File: src/sv/gbn_pkg.sv
// ----------------------------------------------------------------------------
// gbn_pkg
// Shared widths, codes and types for the go-back-N sender window control.
// ----------------------------------------------------------------------------
package gbn_pkg;

  // Field widths and window limit.
  localparam int SEQ_BITS   = 16;
  localparam int TIMER_BITS = 24;
  localparam int WIN_BITS   = 6;
  localparam int WINDOW_MAX = 32;

  // Reset values of the configuration registers.
  localparam int TOTAL_RESET   = 0;
  localparam int WINDOW_RESET  = 4;
  localparam int TIMEOUT_RESET = 1000;

  // Stream widths, rounded up to whole bytes.
  localparam int IN_TDATA_W  = ((SEQ_BITS + 7) / 8) * 8;
  localparam int OUT_TDATA_W = ((2 * SEQ_BITS + 7) / 8) * 8;
  localparam int CMD_BITS    = 2;
  localparam int CFG_IDX_W   = 2;
  localparam int CFG_DATA_W0 = (SEQ_BITS > TIMER_BITS) ? SEQ_BITS : TIMER_BITS;
  localparam int CFG_DATA_W  = (CFG_DATA_W0 > WIN_BITS) ? CFG_DATA_W0 : WIN_BITS;

  // Event kinds carried in in_tuser.
  typedef enum logic [CMD_BITS-1:0] {
    CMD_START = 2'd0,
    CMD_ACK   = 2'd1,
    CMD_TICK  = 2'd2
  } cmd_t;

  // Configuration register indexes.
  typedef enum logic [CFG_IDX_W-1:0] {
    REG_TOTAL   = 2'd0,
    REG_WINDOW  = 2'd1,
    REG_TIMEOUT = 2'd2
  } reg_idx_t;

  // Sequencer states.
  typedef enum logic [1:0] {
    ST_IDLE,
    ST_EXEC,
    ST_CHECK,
    ST_EMIT
  } state_t;

  // Request to the shared window compare unit.
  typedef struct packed {
    logic [SEQ_BITS-1:0] next_seq;
    logic                incr;
    logic [SEQ_BITS-1:0] base_seq;
    logic [WIN_BITS-1:0] win;
    logic [SEQ_BITS-1:0] limit;
  } cmp_req_t;

endpackage

File: src/sv/gbn_cmp_unit.sv
// ----------------------------------------------------------------------------
// gbn_cmp_unit
// Shared window test: is a candidate sequence inside base plus window and
// below the packet total. Its result is used in the check and send steps.
// ----------------------------------------------------------------------------
module gbn_cmp_unit (
  input  gbn_pkg::cmp_req_t req,
  output logic              ok
);
  import gbn_pkg::*;

  logic [SEQ_BITS:0] cand;
  logic [SEQ_BITS:0] bound;

  // Candidate is next_seq or the one after it; no overflow in SEQ_BITS+1.
  always_comb begin
    cand  = {1'b0, req.next_seq} + (SEQ_BITS+1)'(req.incr);
    bound = {1'b0, req.base_seq} + (SEQ_BITS+1)'(req.win);
    ok    = (cand < bound) && (cand < {1'b0, req.limit});
  end

endmodule

File: src/sv/go_back_n_sender_core.sv
// An event is captured when accepted and decoded in the exec state; the window is then
// checked in the check state, and each packet is loaded into the output register in the
// emit state, where a full register that out_tready does not drain holds the sequencer.
// The input is open only in the idle state, so a new event waits until the last one is
// done; one shared window compare unit serves the check step and each send step.
// Reset (rst_n low, synchronous) clears base, next and timer; total 0, window 4, timeout 1000.
// ----------------------------------------------------------------------------
// go_back_n_sender_core
// Go-back-N sender window control: start, ack and tick events drive a burst
// of sequence numbers to transmit, with a retransmit timer counted down by tick events.
// ----------------------------------------------------------------------------
module go_back_n_sender_core (
  input  logic                                clk,
  input  logic                                rst_n,
  // Input events.
  input  logic                                in_tvalid,
  output logic                                in_tready,
  input  logic [gbn_pkg::IN_TDATA_W-1:0]      in_tdata,   // ack_seq
  input  logic [gbn_pkg::CMD_BITS-1:0]        in_tuser,   // cmd
  // Packets to send.
  output logic                                out_tvalid,
  input  logic                                out_tready,
  output logic [gbn_pkg::OUT_TDATA_W-1:0]     out_tdata,  // send_seq, window_base
  output logic                                out_tlast,  // last_of_burst
  // Configuration writes.
  input  logic                                cfg_valid,
  output logic                                cfg_ready,
  input  logic [gbn_pkg::CFG_IDX_W-1:0]       cfg_index,
  input  logic [gbn_pkg::CFG_DATA_W-1:0]      cfg_data
);
  import gbn_pkg::*;

  // Configuration registers.
  logic [SEQ_BITS-1:0]   total_r;
  logic [WIN_BITS-1:0]   window_r;
  logic [TIMER_BITS-1:0] timeout_r;

  // Window and timer state.
  state_t                state_r, state_nxt;
  logic [SEQ_BITS-1:0]   base_r, base_nxt;
  logic [SEQ_BITS-1:0]   next_r, next_nxt;
  logic                  tmr_run_r, tmr_run_nxt;
  logic [TIMER_BITS-1:0] tmr_rem_r, tmr_rem_nxt;

  // Captured event.
  cmd_t                  cmd_r;
  logic [SEQ_BITS-1:0]   ack_r;

  // Output holding register.
  logic                  out_valid_r, out_valid_nxt;
  logic [SEQ_BITS-1:0]   out_seq_r, out_seq_nxt;
  logic [SEQ_BITS-1:0]   out_base_r, out_base_nxt;
  logic                  out_last_r, out_last_nxt;
  logic                  out_load;

  // Shared compare unit.
  cmp_req_t              cmp_req;
  logic                  cmp_ok;

  // Event decode helpers.
  logic [WIN_BITS-1:0]   win_eff;
  logic [TIMER_BITS-1:0] arm_val;
  logic                  ack_take;
  logic [SEQ_BITS-1:0]   ack_base;
  logic [SEQ_BITS-1:0]   ack_next;
  logic                  in_fire;

  assign in_fire   = in_tvalid && in_tready;
  assign in_tready = (state_r == ST_IDLE);
  assign cfg_ready = 1'b1;

  // Register writes.
  always_ff @(posedge clk) begin
    if (!rst_n) begin
      total_r   <= SEQ_BITS'(TOTAL_RESET);
      window_r  <= WIN_BITS'(WINDOW_RESET);
      timeout_r <= TIMER_BITS'(TIMEOUT_RESET);
    end else if (cfg_valid && cfg_ready) begin
      case (reg_idx_t'(cfg_index))
        REG_TOTAL:   total_r   <= cfg_data[SEQ_BITS-1:0];
        REG_WINDOW:  window_r  <= cfg_data[WIN_BITS-1:0];
        REG_TIMEOUT: timeout_r <= cfg_data[TIMER_BITS-1:0];
        default: ;
      endcase
    end
  end

  // Window clamp and timer reload value.
  always_comb begin
    if ({1'b0, window_r} > (WIN_BITS+1)'(WINDOW_MAX)) begin
      win_eff = WIN_BITS'(WINDOW_MAX);
    end else begin
      win_eff = window_r;
    end
    arm_val = (timeout_r == '0) ? TIMER_BITS'(1) : timeout_r;
  end

  // Ack decode: an all-ones or stale ack leaves base alone.
  always_comb begin
    ack_take = (ack_r != '1) && (ack_r >= base_r);
    ack_base = ack_take ? SEQ_BITS'(ack_r + SEQ_BITS'(1)) : base_r;
    ack_next = (next_r < ack_base) ? ack_base : next_r;
  end

  // The compare unit tests next_seq in the check step and the following
  // sequence in each send step.
  always_comb begin
    cmp_req.next_seq = next_r;
    cmp_req.incr     = (state_r == ST_EMIT);
    cmp_req.base_seq = base_r;
    cmp_req.win      = win_eff;
    cmp_req.limit    = total_r;
  end

  gbn_cmp_unit u_cmp (
    .req (cmp_req),
    .ok  (cmp_ok)
  );

  // Sequencer: next state and datapath updates.
  always_comb begin
    state_nxt    = state_r;
    base_nxt     = base_r;
    next_nxt     = next_r;
    tmr_run_nxt  = tmr_run_r;
    tmr_rem_nxt  = tmr_rem_r;
    out_load     = 1'b0;
    out_valid_nxt = out_valid_r && !out_tready;
    out_seq_nxt  = out_seq_r;
    out_base_nxt = out_base_r;
    out_last_nxt = out_last_r;

    case (state_r)
      ST_IDLE: begin
        if (in_fire) begin
          state_nxt = ST_EXEC;
        end
      end

      ST_EXEC: begin
        state_nxt = ST_IDLE;
        case (cmd_r)
          CMD_START: begin
            state_nxt = ST_CHECK;
            if (!tmr_run_r) begin
              tmr_run_nxt = 1'b1;
              tmr_rem_nxt = arm_val;
            end
          end
          CMD_ACK: begin
            base_nxt = ack_base;
            next_nxt = ack_next;
            if (ack_take) begin
              if (ack_base == ack_next) begin
                tmr_run_nxt = 1'b0;
                tmr_rem_nxt = '0;
              end else begin
                tmr_run_nxt = 1'b1;
                tmr_rem_nxt = arm_val;
              end
            end
            if (ack_base < total_r) begin
              state_nxt = ST_CHECK;
              // Sending arms a stopped timer.
              if (!tmr_run_nxt) begin
                tmr_run_nxt = 1'b1;
                tmr_rem_nxt = arm_val;
              end
            end
          end
          CMD_TICK: begin
            if (tmr_run_r) begin
              if (tmr_rem_r > TIMER_BITS'(1)) begin
                tmr_rem_nxt = tmr_rem_r - TIMER_BITS'(1);
              end else begin
                // Timeout: go back to base, re-arm the timer and resend.
                next_nxt    = base_r;
                tmr_run_nxt = 1'b1;
                tmr_rem_nxt = arm_val;
                state_nxt   = ST_CHECK;
              end
            end
          end
          default: ;
        endcase
      end

      ST_CHECK: begin
        state_nxt = cmp_ok ? ST_EMIT : ST_IDLE;
      end

      ST_EMIT: begin
        // Load one packet when the holding register is free or draining.
        if (!out_valid_r || out_tready) begin
          out_load      = 1'b1;
          out_valid_nxt = 1'b1;
          out_seq_nxt   = next_r;
          out_base_nxt  = base_r;
          out_last_nxt  = !cmp_ok;
          next_nxt      = SEQ_BITS'(next_r + SEQ_BITS'(1));
          if (!cmp_ok) begin
            state_nxt = ST_IDLE;
          end
        end
      end

      default: state_nxt = ST_IDLE;
    endcase
  end

  // Control state.
  always_ff @(posedge clk) begin
    if (!rst_n) begin
      state_r     <= ST_IDLE;
      base_r      <= '0;
      next_r      <= '0;
      tmr_run_r   <= 1'b0;
      tmr_rem_r   <= '0;
      out_valid_r <= 1'b0;
    end else begin
      state_r     <= state_nxt;
      base_r      <= base_nxt;
      next_r      <= next_nxt;
      tmr_run_r   <= tmr_run_nxt;
      tmr_rem_r   <= tmr_rem_nxt;
      out_valid_r <= out_valid_nxt;
    end
  end

  // Event capture and output payload.
  always_ff @(posedge clk) begin
    if (in_fire) begin
      cmd_r <= cmd_t'(in_tuser);
      ack_r <= in_tdata[SEQ_BITS-1:0];
    end
    if (out_load) begin
      out_seq_r  <= out_seq_nxt;
      out_base_r <= out_base_nxt;
      out_last_r <= out_last_nxt;
    end
  end

  assign out_tvalid = out_valid_r;
  assign out_tlast  = out_last_r;
  assign out_tdata  = OUT_TDATA_W'({out_base_r, out_seq_r});

endmodule

File: config.mk
export PLATFORM = sky130hd
export DESIGN_NAME = go_back_n_sender_core
export DESIGN_NICKNAME = d
export VERILOG_FILES = /design/src/sv/gbn_pkg.sv /design/src/sv/gbn_cmp_unit.sv /design/src/sv/go_back_n_sender_core.sv
export SDC_FILE = /design/constraint.sdc
export NUM_CORES = 1
export LEC_CHECK = 0
export BUFFER_PORTS_ARGS = -buffer_cell sky130_fd_sc_hd__buf_2
export CORE_ASPECT_RATIO = 1.4
export CORE_MARGIN = 2
export CORE_UTILIZATION = 66
export DETAILED_ROUTE_END_ITERATION = 6
export HOLD_SLACK_MARGIN = 0.15
export PLACE_DENSITY_LB_ADDON = 0.12
export SLEW_MARGIN = 20
export SYNTH_ARGS = -nofsm -noshare
export SYNTH_HDL_FRONTEND = slang
export SYNTH_SLANG_ARGS = --single-unit
File: constraint.sdc
create_clock -name clk -period 7.6 [get_ports clk]
set_input_delay 0.38 -clock clk [delete_from_list [all_inputs] [get_ports clk]]
set_output_delay 0.38 -clock clk [all_outputs]
set_load 0.01 [all_outputs]
==> results.json <==
{
  "dieHeight_um": 154,
  "syn_to_final_growth_pct": 11.4,
  "synth_area_leaders": "dfxtp_1 (20%), edfxtp_1 (15%), ha_1 (11%)",
  "tritoncts": "done",
  "antenna_left": 0,
  "gp_congestion": 0.982,
  "grt_max_degree": 49,
  "core_area_um2": 15600,
  "routed_wirelength_um": 33700,
  "dr_wl_met3_um": 1930,
  "ys_seq_elements": 157,
  "rr_worst_depth": 22,
  "multi_input_area_um2": 6370,
  "arrival_ps": 6230,
  "critical_path.endpoint_type": "flip-flop",
  "timing.final.crit_share_pct": 77.7,
  "layout_min_cycle_time_ps": 5900,
  "worst_ep_required_time_ps": 7930,
  "synthCells": 1277,
  "vias": 10170,
  "grt_util_all_layers_pct": 39.5,
  "rrSetupSlack_ps": 1700,
  "finClkSkew_ps": 9.57,
  "max_cap_violations": 0,
  "p_leak_uw": 0.00480,
  "routed_via_density": 6.60,
  "post_synth_instance_area_um2": 10600,
  "synth_area_per_cell_um2": 8.27,
  "drive_above_1_share_pct": 11.6,
  "grt_overflow": 0,
  "synthesis.nets": 1418,
  "dp_hpwl_um": 24700,
  "clk_pin_slew_worst_paths_ps": 70,
  "synth-edff-count": 51,
  "synth_compound_area_share_pct": 20.2,
  "r2r_start": "base_r[9]",
  "initial_core_util_pct": 67.7,
  "synth-simple-area-share_pct": 20.7,
  "yosysTopAreaCell": "dfxtp_1",
  "hold_end": "timeout_r[17]",
  "io_pins": 85,
  "path_class": "flip-flop to flip-flop",
  "top_layer_used": "met4",
  "synth_warnings": 0,
  "fin_setup_tns_ps": 0,
  "drt_iter0_markers": 819,
  "cts.htree.levels": 4,
  "rsz0062_at_grt": "no",
  "portBuffers": 83,
  "post_cts_buffers": 0,
  "synth.distinct_cells": 76,
  "finalSetupViolations": 0,
  "grt_antenna_before_repair": 0,
  "drc": 0,
  "startpoint_type": "flip-flop",
  "status": "completed",
  "worst_pin_slew_ps": 1220,
  "antenna-diode-count": 0,
  "whs_path_depth": 3,
  "post_drt_wl_per_cell_um": 21.9,
  "ys.flop_type": "dfxtp_1",
  "synth_fa_ha_area_share_pct": 11.0,
  "min_from": "cfg_data[17]",
  "final_max_slew_viol_count": 0,
  "p_per_area_nw_per_um2": 203,
  "clk_latency_ps": 440,
  "cts_resized": 0,
  "grt_pass1_vias": 9906,
  "grt_first_pass_wirelength_um": 52800,
  "route.met2.wl_um": 16900,
  "async_flop_share_pct": 0,
  "fillCellCount": 1259,
  "yosys.area.top_type_share_pct": 20.1,
  "holdBufCountCts": 18,
  "synth-xor-area-share_pct": 5.54,
  "crit_path_max_fanout": 40,
  "nNetsFinal": 1473,
  "dieArea_um2": 17000,
  "final_hold_viol_count": 0,
  "hold_path_class": "input pin to flip-flop",
  "rr_endpoint": "tmr_rem_r[18]",
  "die_x_um": 111,
  "seqCellArea_um2": 3650,
  "cts-root-buf": "clkbuf_16",
  "cts-buffers-inserted": 17,
  "synth_top_family_by_area": "simple AND/OR/NAND/NOR gates",
  "clock_sinks": 157,
  "max_freq_ghz": 0.169,
  "ir_drop_mv": 0.146,
  "met1_length_um": 12000,
  "drtPass1Iterations": 5,
  "placementRows": 54,
  "ys_seq_area_share_pct": 34.6,
  "slew_headroom_pct": 17.8,
  "synthMuxAreaShare_pct": 2.75,
  "cts_buffer_depth": 2,
  "total_power_uw": 2380
}
## per-layer routing
layer  global-route usage, %  vias to the layer above
li1                        -                     4703
met1                    42.1                     4802
met2                    70.0                      494
met3                    6.11                      171
met4                    29.8                        0
met5                       0                        -
## cells in the final DEF, fill, tap and decap left out, types with 15 or more instances in the layout
master         Yosys  routed
edfxtp_1          51      51
nor3_1            24      24
o21a_1            15      15
a21o_1            22      22
nand3_1           49      49
o211ai_1          17      17
dlygate4sd3_1      0      18
xnor2_1           43      43
and3_1            18      18
dfxtp_1          106     106
o21ai_0           70      70
a21oi_1          111     111
inv_1             64      63
clkbuf_16          0      17
nand4_1           21      21
xor2_1            22      22
nor2_1           105     105
buf_2              5      83
mux2i_1           20      20
nand2_1          166     166
ha_1              91      91
nor4_1            15      15
## through the flow
stage,hold slack [ps],instance area (um^2),util (%),setup slack [ps],cells
3_3_place_gp,443,11000,70.4,2040,1491
4_1_cts,160,11800,75.4,1830,1541
6_report,171,11800,75.4,1700,1541
3_5_place_dp,447,11000,70.4,1870,1491
2_1_floorplan,406,10600,-,2670,1277
5_1_grt,166,11800,75.4,1080,1541
## state kept, by name (all words and copies together) (netlist names)
name        flops
base_r         16
next_r         16
window_r        6
out_tvalid      1
out_seq_r      16
cmd_r           2
total_r        16
timeout_r      24
out_tlast       1
ack_r          16
state_r         2
out_base_r     16
tmr_rem_r      24
tmr_run_r       1
## how the worst max path moves through the flow
stage | start | end | slack, ps
2_1_floorplan | ack_r[0] | tmr_rem_r[20] | 2670
3_3_place_gp | base_r[6] | tmr_rem_r[7] | 2040
3_5_place_dp | ack_r[0] | tmr_rem_r[18] | 1870
4_1_cts | base_r[6] | tmr_rem_r[7] | 1830
5_1_grt | base_r[9] | tmr_rem_r[9] | 1080
6_report | base_r[9] | tmr_rem_r[18] | 1700
## power breakdown
group          switching, uW  total, uW  leakage, uW  internal (uW)
Combinational            347        559      0.00319            211
Clock                    399        868     0.000289            469
Sequential              57.9        957      0.00132            899
## kinds of logic after synthesis
kind of cell	Yosys count
and+or+nand+nor	462
AOI/OAI and AO/OA	333
DFF	157
buffers and inverters	138
adders and majority gates	92
xor gates and xnor gates	66
muxes	28
other	1
## cells in the mapped netlist, drive strengths merged (4+ instances only)
library cell / count
a211oi: 11
a21o: 22
a21oi: 112
a221oi: 4
a22o: 4
a22oi: 4
a31oi: 11
a32o: 6
and2: 7
and3: 18
and4: 7
buf: 14
clkbuf: 59
dfxtp: 106
edfxtp: 51
ha: 91
inv: 65
mux2: 8
mux2i: 20
nand2: 166
nand2b: 11
nand3: 49
nand3b: 4
nand4: 21
nor2: 106
nor2b: 14
nor3: 25
nor4: 15
o2111ai: 6
o211ai: 18
o21a: 16
o21ai: 70
o221ai: 4
o22ai: 6
o31ai: 9
or2: 4
or3: 7
xnor2: 44
xor2: 22
## critical path: stages (launching register included)
cell	delay [ps]
dfxtp_1	480
inv_1	210
ha_1	350
a21oi_1	160
nor3_1	60
nor3_1	320
o211a_4	270
nand2b_4	420
nor2_1	110
a21oi_1	240
inv_1	110
ha_1	310
a211oi_1	80
o21ai_0	160
o211ai_1	100
a21oi_1	320
nor2_1	80
a22oi_1	800
o2111ai_1	220
nor4_1	290
a21oi_2	220
a221oi_1	370
nor2_1	80
## cell type report
cell class / instances / area share (%)
timing repair buffer: 109 / 5.57
inverter: 65 / 2.07
sequential: 157 / 31.1
multi-input combinational: 982 / 54.2
tap: 196 / 2.08
clock inverter: 15 / 1.41
clock buffer: 17 / 3.62
(Power assumes the default switching activity.)
